$ cat src/rtl/scc_pkg.sv
// shared constants, types and the crc-8 byte update for the scratchpad check
package scc_pkg;

	localparam int unsigned DataW  = 8;
	localparam int unsigned PosW   = 4;
	localparam int unsigned RawW   = 16;
	localparam int unsigned TempW  = 16;

	localparam logic [DataW-1:0] CrcPoly    = 8'h8C;
	localparam logic [PosW-1:0]  PosIdle    = 4'd0;
	localparam logic [PosW-1:0]  PosCheck   = 4'd8;
	localparam logic [PosW-1:0]  FrameBytes = 4'd9;

	// what the frame tracker reports for the request under way
	typedef struct packed {
		logic            done;
		logic            ok;
		logic [RawW-1:0] raw;
	} frame_res_t;

	// reflected crc-8, one bit per step, lsb first
	function automatic logic [DataW-1:0] crc8_byte(
		input logic [DataW-1:0] crc,
		input logic [DataW-1:0] b
	);
		logic [DataW-1:0] c;
		c = crc ^ b;
		for (int k = 0; k < 8; k++) begin
			if (c[0]) begin
				c = (c >> 1) ^ CrcPoly;
			end else begin
				c = c >> 1;
			end
		end
		return c;
	endfunction

endpackage

$ cat src/rtl/scc_in_if.sv
// byte channel into the scratchpad check
interface scc_in_if;
	logic                        valid;
	logic                        ready;
	logic [scc_pkg::DataW-1:0]   data_byte;
	logic                        frame_start;

	modport source (output valid, output data_byte, output frame_start, input ready);
	modport sink   (input valid, input data_byte, input frame_start, output ready);
endinterface

$ cat src/rtl/scc_out_if.sv
// result channel out of the scratchpad check
interface scc_out_if;
	logic                        valid;
	logic                        ready;
	logic signed [scc_pkg::TempW-1:0] temperature_tenths;
	logic                        crc_ok;

	modport source (output valid, output temperature_tenths, output crc_ok, input ready);
	modport sink   (input valid, input temperature_tenths, input crc_ok, output ready);
endinterface

$ cat src/rtl/scc_frame.sv
// frame tracker: byte position, running crc and the two raw temperature bytes
module scc_frame (
	input  logic                       clk,
	input  logic                       arst_n,
	input  logic                       en,
	input  logic [scc_pkg::DataW-1:0]  data_byte,
	input  logic                       frame_start,
	output scc_pkg::frame_res_t        res
);

	logic [scc_pkg::PosW-1:0]  pos_q;
	logic [scc_pkg::DataW-1:0] crc_q;
	logic [scc_pkg::DataW-1:0] raw_lo_q;
	logic [scc_pkg::DataW-1:0] raw_hi_q;

	logic [scc_pkg::PosW-1:0]  pos;
	logic [scc_pkg::DataW-1:0] crc_base;
	logic                      ignore;
	logic                      check;

	always_comb begin
		pos      = frame_start ? scc_pkg::PosIdle : pos_q;
		crc_base = frame_start ? '0 : crc_q;
		// no open frame, byte dropped
		ignore   = !frame_start && ((pos_q == scc_pkg::PosIdle) || (pos_q >= scc_pkg::FrameBytes));
		check    = !ignore && (pos == scc_pkg::PosCheck);
		res.done = check;
		res.ok   = (data_byte == crc_q);
		res.raw  = {raw_hi_q, raw_lo_q};
	end

	always_ff @(posedge clk or negedge arst_n) begin
		if (!arst_n) begin
			pos_q    <= '0;
			crc_q    <= '0;
			raw_lo_q <= '0;
			raw_hi_q <= '0;
		end else if (en && !ignore) begin
			if (check) begin
				pos_q <= scc_pkg::PosIdle;
			end else begin
				crc_q <= scc_pkg::crc8_byte(crc_base, data_byte);
				pos_q <= pos + 4'd1;
				if (pos == 4'd0) begin
					raw_lo_q <= data_byte;
				end else if (pos == 4'd1) begin
					raw_hi_q <= data_byte;
				end
			end
		end
	end

endmodule

$ cat src/rtl/scc_temp.sv
// raw sensor value to tenths of a degree, times 10 over 16 toward zero
module scc_temp (
	input  logic [scc_pkg::RawW-1:0]         raw,
	input  logic                             ok,
	output logic signed [scc_pkg::TempW-1:0] tenths
);

	logic signed [19:0] ext;
	logic signed [19:0] prod;
	logic signed [19:0] biased;

	always_comb begin
		ext    = {{4{raw[15]}}, raw};
		prod   = (ext <<< 3) + (ext <<< 1);
		// bias negatives so the shift truncates toward zero
		biased = prod + (prod[19] ? 20'sd15 : 20'sd0);
		tenths = ok ? biased[19:4] : '0;
	end

endmodule

$ cat src/rtl/scratchpad_crc_temperature_check.sv
// scratchpad crc check: the ninth byte's result passes the input register and then
// the result register; one byte accepted every cycle
// while the result register is free or being drained
// only the ninth byte of a frame makes a result; other bytes of the frame update crc state
// arst_n clears position, crc, raw bytes and both valid flags
module scratchpad_crc_temperature_check (
	input  logic clk,
	input  logic arst_n,
	scc_in_if.sink    sample,
	scc_out_if.source result
);

	logic                       vld_s1;
	logic [scc_pkg::DataW-1:0]  data_s1;
	logic                       start_s1;

	logic                              out_vld_q;
	logic signed [scc_pkg::TempW-1:0]  temp_q;
	logic                              ok_q;

	scc_pkg::frame_res_t               fres;
	logic signed [scc_pkg::TempW-1:0]  tenths;
	logic                              out_free;
	logic                              take_s1;

	scc_frame u_frame (
		.clk         (clk),
		.arst_n      (arst_n),
		.en          (take_s1),
		.data_byte   (data_s1),
		.frame_start (start_s1),
		.res         (fres)
	);

	scc_temp u_temp (
		.raw    (fres.raw),
		.ok     (fres.ok),
		.tenths (tenths)
	);

	always_comb begin
		out_free     = !out_vld_q || result.ready;
		// a byte without a result moves on even while the result waits
		take_s1      = vld_s1 && (!fres.done || out_free);
		sample.ready = !vld_s1 || take_s1;
	end

	always_ff @(posedge clk or negedge arst_n) begin
		if (!arst_n) begin
			vld_s1 <= 1'b0;
		end else if (sample.ready) begin
			vld_s1 <= sample.valid;
		end
	end

	always_ff @(posedge clk) begin
		if (sample.ready && sample.valid) begin
			data_s1  <= sample.data_byte;
			start_s1 <= sample.frame_start;
		end
	end

	always_ff @(posedge clk or negedge arst_n) begin
		if (!arst_n) begin
			out_vld_q <= 1'b0;
		end else if (take_s1 && fres.done) begin
			out_vld_q <= 1'b1;
		end else if (result.ready) begin
			out_vld_q <= 1'b0;
		end
	end

	always_ff @(posedge clk) begin
		if (take_s1 && fres.done) begin
			temp_q <= tenths;
			ok_q   <= fres.ok;
		end
	end

	assign result.valid              = out_vld_q;
	assign result.temperature_tenths = temp_q;
	assign result.crc_ok             = ok_q;

endmodule
$ cat src/flat_wrapper.sv
// flat-port wrapper written by rule: the top's interface ports become plain ports
module scratchpad_crc_temperature_check_flat 
  (clk, arst_n, sample_valid, sample_data_byte, sample_frame_start, sample_ready, result_valid, result_temperature_tenths, result_crc_ok, result_ready);
  scc_in_if sample_i ();
  scc_out_if result_i ();
  input  logic clk;
  input  logic arst_n;
  input wire logic [$bits(sample_i.valid)-1:0] sample_valid;
  input wire logic [$bits(sample_i.data_byte)-1:0] sample_data_byte;
  input wire logic [$bits(sample_i.frame_start)-1:0] sample_frame_start;
  output wire logic [$bits(sample_i.ready)-1:0] sample_ready;
  output wire logic [$bits(result_i.valid)-1:0] result_valid;
  output wire logic [$bits(result_i.temperature_tenths)-1:0] result_temperature_tenths;
  output wire logic [$bits(result_i.crc_ok)-1:0] result_crc_ok;
  input wire logic [$bits(result_i.ready)-1:0] result_ready;
  assign sample_i.valid = sample_valid;
  assign sample_i.data_byte = sample_data_byte;
  assign sample_i.frame_start = sample_frame_start;
  assign sample_ready = sample_i.ready;
  assign result_valid = result_i.valid;
  assign result_temperature_tenths = result_i.temperature_tenths;
  assign result_crc_ok = result_i.crc_ok;
  assign result_i.ready = result_ready;
  scratchpad_crc_temperature_check u_core (.clk(clk), .arst_n(arst_n), .sample(sample_i), .result(result_i));
endmodule
$ cat config.mk
export PLATFORM = sky130hd
export DESIGN_NAME = scratchpad_crc_temperature_check_flat
export DESIGN_NICKNAME = d
export VERILOG_FILES = /design/src/rtl/scc_pkg.sv /design/src/rtl/scc_in_if.sv /design/src/rtl/scc_out_if.sv /design/src/rtl/scc_frame.sv /design/src/rtl/scc_temp.sv /design/src/rtl/scratchpad_crc_temperature_check.sv /design/src/flat_wrapper.sv
export SDC_FILE = /design/constraint.sdc
export NUM_CORES = 1
export LEC_CHECK = 0
export BUFFER_PORTS_ARGS = -buffer_cell sky130_fd_sc_hd__buf_2
export CORE_MARGIN = 5
export CORE_UTILIZATION = 50
export DETAILED_ROUTE_END_ITERATION = 7
export PLACE_DENSITY = 0.71
export SLEW_MARGIN = 25
export SYNTH_ARGS = -nofsm -noshare
export SYNTH_HDL_FRONTEND = slang
export SYNTH_SLANG_ARGS = --single-unit
$ cat constraint.sdc
create_clock -name clk -period 3 [get_ports clk]
set_input_delay 0.15 -clock clk [delete_from_list [all_inputs] [get_ports clk]]
set_output_delay 0.15 -clock clk [all_outputs]
set_load 0.03 [all_outputs]
# --- Word-level counts from Yosys, hierarchy flattened ---
# Cells that the tools add are included.
classes:
  muxes: 28
  n_addsub: 3
  eq_ne: 3
  n_bitwise: 11
  n_lt_le_gt_ge: 1
  n_reduce_logical: 21
ops:
  columns: ["cell", "n"]
  rows:
  - ["$mux W8", 23]
  - ["$not A2 Y3", 8]
  - ["$add A19 B17 Y20", 1]
  - ["$add A20 B20 Y20", 1]
  - ["$mux W4", 3]
  - ["$eq A8 B8 Y1", 1]
  - ["$logic_not A4 Y1", 2]
  - ["$xor A8 B8 Y8", 1]
  - ["$logic_and A1 B1 Y1", 6]
  - ["$logic_not A1 Y1", 5]
  - ["$add A4 B1 Y4 const B", 1]
  - ["$eq A4 B1 Y1 const B", 1]
  - ["$eq A4 B4 Y1 const B", 1]
  - ["$ge A4 B4 Y1 const B", 1]
  - ["$logic_or A1 B1 Y1", 4]
  - ["$reduce_and A4 Y1", 1]
  - ["$reduce_and A3 Y1", 1]
  - ["$mux W1", 2]
  - ["$not A1 Y1", 2]
  - ["$reduce_and A2 Y1", 1]
  - ["$reduce_bool A2 Y1", 1]
word_totals:
  inputBits: 13
  out_inout_bits: 19
  word_cells: 77
  ff_bits: 56

# --- Depth between registers and ports, before layout ---
logic_depth:
  depth_word: 36
  mapped_depth: 12
  mapped_depth_nobuf: 10

# --- Modules after synthesis ---
# A second synthesis with hierarchy kept.
hier_totals:
  cells_unflattened: 346
  area_unflattened_um2: 3781.1
by_module_without_submodules:
  columns: ["mod", "cells_per_inst", "area_each_um2", "seq_area_each_um2", "instances"]
  rows:
  - ["scc_frame", 155, 1669.1, 700.7, 1]
  - ["scc_temp", 155, 1209.9, 0.0, 1]
  - ["scratchpad_crc_temperature_check", 36, 902.1, 830.8, 1]

# --- Worst setup path after synthesis ---
# OpenSTA, ideal clock, no wires.
synth_path:
  path_type: "register to register"
  startpoint: "reg u_core.u_frame.raw_lo_q[0] (netlist name)"
  endpoint: "reg u_core.temp_q, in the netlist u_core.result.temperature_tenths[15] (data pin)"
  setup_time_ns: 0.257
  period_less_slack_ns: 2.956
  t_required_ns: 2.743
  stages_incl_launch_ff: 12
  slack_ns: 0.044
  n_path_buf: 1
  arrival_ns: 2.699
  cell_sequence: "dfrtp_1 > ha_1 > fa_1 > xnor2_1 > a211oi_4 > o211a_4 > nand4_2 > and4bb_4 > and4_1 > buf_4 > and3_1 > o21ai_1"
synth_via:
  elab_chain_len: 3
synth_lines:
  columns: ["item", "line_no", "rtl"]
  rows:
  - ["from (decl)", "scc_frame.sv:13", "logic [scc_pkg::DataW-1:0] raw_lo_q;"]
  - ["from (signal assigned)", "scc_frame.sv:45", "raw_lo_q <= data_byte;"]
  - ["$add A19 B17 Y20 (*)", "scc_temp.sv:14", "prod = (ext <<< 3) + (ext <<< 1);"]
  - ["$mux W4", "scc_temp.sv:16", "biased = prod + (prod[19] ? 20'sd15 : 20'sd0);"]
  - ["$add A20 B20 Y20 (*)", "scc_temp.sv:16", null]
  - ["to (signal assigned)", "scratchpad_crc_temperature_check.sv:75", "temp_q <= tenths;"]
  - ["to (decl)", "scratchpad_crc_temperature_check.sv:18", "logic signed [scc_pkg::TempW-1:0] temp_q;"]
# Mark *: on every way between the ends. The rest lies on a longest branch, timed or not.
# A chain may end at the register's enable or synchronous reset.

# --- Worst setup path in the final report ---
layout_path:
  startpoint: "reg u_core.u_frame.raw_lo_q[2] (netlist name)"
  endpoint: "reg u_core.temp_q, in the netlist u_core.result.temperature_tenths[15] (data pin)"
# Same word-level chain as after synthesis.

==> out/results.tsv <==
stage	metric	value	unit
min_path	holdCritStartpoint	sample_valid	
min_path	min_to	u_core.vld_s1$_DFFE_PN0N_	
yosys	synthesis.nets	376	
yosys	synthArstFlopShare	53.57	%
global_route	grt_overflow	0	
yosys	netlist.top_cell.by_area	edfxtp_1	
sta	slew_viol_final	0	
global_route	antenna_found_initial	0	
yosys	ys.flop_type	dfrtp_1	
routing	wire_per_inst	13.59	microns
cts	clock-sinks	56	
routing	drt_iter0_drc	47	
setup_path	crit_fanout	5	
global_route	met2_usage	28.54	%
die	rows	31	
yosys	synth_cell_types	57	
routing	first_pass_iters	4	
setup_path	end_kind	register	
die	dieHeight	94.98	microns
yosys	avgSynthCellArea	10.56	sq um
min_path	min_path_cells	2	
die	start_util	50.60	%
sta	finalHoldViolations	0	
yosys	ys_ff_latch	56	
sta	worst_pin_slew	661.3	ps
global_route	busiest_layer	met2	
power_and_ir_drop	p_leak	0.001734	uW
cts	cts_root_buf	clkbuf_8	
routing	wl	6768	microns
setup_path	arrival	2960	ps
setup_path	required	3070	ps
cts	insertion_delay	320	ps
yosys	yosysSeqAreaShare	42.41	%
yosys	synth_area	3611	sq um
placed_design	finalWeightedCongestion	0.8803	
sta	holdWs	31.13	ps
global_route	grt_pass1_vias	2593	
sta	fin_ws	108.5	ps
setup_path	cp_cell_sequence	ha_4 -> fa_2 -> inv_2 -> a211oi_4 -> o211a_4 -> nand4_2 -> and4bb_4 -> and4_4 -> and3_4 -> o21ai_1	
setup_path	worstReg2RegEnd	u_core.result.temperature_tenths[15]$_SDFFCE_PN0P_	
power_and_ir_drop	clkPwrFrac	7.8	%
sta	fmax	0.3458	GHz
sta	finalCritPeriodShare	96.38	%
routing	ant_nets	0	
sta	fin_crit	2892	ps
sta	setup_violations	0	
finish	fin_nets	432	
flow_run	cap_viol_max_count	0	
finish	n_antenna_cell	0	
setup_path	slowest_stage	fa_2	
power_and_ir_drop	switching_share	44.85	%
die	coreArea	7137	sq um
global_route	grt_usage	16.19	%
yosys	synthTopCellsByArea	edfxtp_1 22%, dfrtp_1 21%, xnor2_1 7.5%, ha_1 6.9%, mux2_2 5.6%	
power_and_ir_drop	intPower	3019	uW
finish	final_cell_mix	31 x buf_2, 30 x xnor2_1, 30 x dfrtp_1	
die	die_area	9021	sq um
yosys	yosys.area.top_type_share	21.62	%
global_route	grt_max_degree	31	
placed_design	hpwl	5145	microns
power_and_ir_drop	p_seq_share	22.8	%
setup_path	rr_worst_depth	10	
yosys	synth-edff-count	26	
power_and_ir_drop	p_comb_share	69.4	%
setup_path	crit_buf_inv	1	
placed_design	portBuffers	31	
setup_path	rrSetupSlack	110	ps
yosys	syn_inst	342	
routing	route.vias.total	2666	
power_and_ir_drop	p_switching	2454	uW
min_path	hold_path.class	input port to register	
power_and_ir_drop	ir_drop	0.0005667	V
placed_design	dpl_worst_slack	-27.69	ps
cts	cts_inserted_buffers	5	
cts	cts.htree.levels	2	
global_route	grt_pass1_wl	11560	microns
routing	vias_per_cell	5.353	
cts	cts_tree	done	
global_route	met3_usage	3.187	%
cts	clk_path_buf_depth	2	
finish	final_common_cell	buf_2	
sta	clock_skew	11.65	ps
routing	route.detailed.drc	0	
finish	syn2layout_area_growth	17.78	%
sta	max-slew-margin-rel	55.91	%
setup_path	worst_path_dominant_cell_family	simple AND/OR/NAND/NOR gates	
status	status	complete, no violations	
power_and_ir_drop	power.density	1287	nW/um^2
global_route	grt_use_met1	19.97	%
setup_path	critPathKind	register to register	
setup_path	r2r_start	u_core.u_frame.raw_lo_q[2]$_DFFE_PN0P_	
yosys	ys_warn_count	0	
setup_path	slowest_delay	560	ps
die	ios	32	
setup_path	start_kind	register	
cts	cts.clk_slew.worst_paths	100	ps
finish	drive_above_1_share	26.07	%
die	die_x	94.98	microns
-- registers in the layout, indices dropped and copies added (netlist names) --
signal,cells
u_core.data_s1,8
u_core.result.crc_ok,1
u_core.result.temperature_tenths,16
u_core.result.valid,1
u_core.start_s1,1
u_core.u_frame.crc_q,8
u_core.u_frame.pos_q,4
u_core.u_frame.raw_hi_q,8
u_core.u_frame.raw_lo_q,8
u_core.vld_s1,1
-- cells in the mapped netlist (2+ instances only) --
master	number
xnor2_1	31
dfrtp_1	30
nor2_1	27
edfxtp_1	26
nand2_1	26
ha_1	20
xor2_1	20
mux2_2	18
o21ai_0	17
a21oi_1	14
inv_1	11
nand3_1	6
nor2b_1	6
buf_2	5
nand2b_1	5
nand4_1	5
or2_2	5
a211oi_1	4
a21o_1	4
clkbuf_1	4
nor3_1	4
nor3b_1	4
o211ai_1	4
o31ai_1	3
or3_1	3
a211o_1	2
a221oi_1	2
and2_1	2
nor4_1	2
o211a_1	2
o21a_1	2
o21ai_1	2
o22ai_1	2
-- kinds of logic after synthesis --
kind of cell	count (synthesis)	share of synthesized area, %
AOI/OAI and AO/OA	72	14.28
DFF	56	42.41
buffers and inverters	21	2.460
muxes	18	5.613
adders and majority gates	21	7.484
xor gates and xnor gates	52	12.82
and+or+nand+nor	102	14.93
-- metrics by stage --
step	instance area (sq um)	instances	setup TNS [ps]	total power, uW	util [%]
after detailed placement	3955	477	-48.50	4739	55.42
after global placement	3955	477	0	4654	55.42
after CTS	4130	493	0	5227	57.87
after global routing	4253	498	-17.16	6005	59.59
after floorplan	3611	342	0	3954	-
final	4253	498	0	5473	59.59
-- area by class of cell --
| class | instances | area [sq um] |
|---|---|---|
| Sequential cell | 56 | 1531 |
| Inverter | 11 | 41.29 |
| Fill cell | 636 | 2884 |
| Clock buffer | 5 | 68.82 |
| Clock inverter | 3 | 25.02 |
| Multi-Input combinational cell | 265 | 2072 |
| Tap cell | 99 | 123.9 |
| Timing Repair Buffer | 59 | 390.4 |
-- how the worst max path moves through the flow --
| stage | from | to | slack [ps] | cells past startpoint |
|---|---|---|---|---|
| final | u_core.u_frame.raw_lo_q[2]$_DFFE_PN0P_ | u_core.result.temperature_tenths[15]$_SDFFCE_PN0P_ | 110 | 10 |
| after global routing | u_core.u_frame.raw_lo_q[2]$_DFFE_PN0P_ | u_core.result.temperature_tenths[15]$_SDFFCE_PN0P_ | -9 | 10 |
| after CTS | u_core.u_frame.raw_lo_q[0]$_DFFE_PN0P_ | u_core.result.temperature_tenths[15]$_SDFFCE_PN0P_ | 40 | 10 |
| after detailed placement | u_core.u_frame.raw_lo_q[0]$_DFFE_PN0P_ | u_core.result.temperature_tenths[15]$_SDFFCE_PN0P_ | -30 | 10 |
| after global placement | u_core.u_frame.raw_lo_q[0]$_DFFE_PN0P_ | u_core.result.temperature_tenths[14]$_SDFFCE_PN0P_ | 60 | 10 |
| after floorplan | u_core.u_frame.raw_lo_q[0]$_DFFE_PN0P_ | u_core.result.temperature_tenths[15]$_SDFFCE_PN0P_ | 40 | 11 |
-- timing repair --
action | in CTS | in global routing
hold buffers | 7 | 3
gates resized for setup | 2 | 15
endpoints found under the hold margin | 36 | 3
pin swaps | 1 | 8
endpoints found under the setup margin | 2 | 6
setup buffers | 1 | 2
-- routing by layer --
metal | vias up | share of wire [%]
li1 | 1345 | -
met2 | 41 | 51
met5 | - | 0
met3 | 7 | 3.3
met1 | 1273 | 45
met4 | 0 | 1.2
-- power by group through the flow --
stage               Combinational, uW  Sequential (uW)  Clock [uW]
floorplan                        2740             1220           0
global placement                 3400             1250           0
detailed placement               3480             1260           0
CTS                              3540             1240         439
global route                     4240             1280         478
finish                           3800             1250         428
Power figures use the tool's default switching activity.
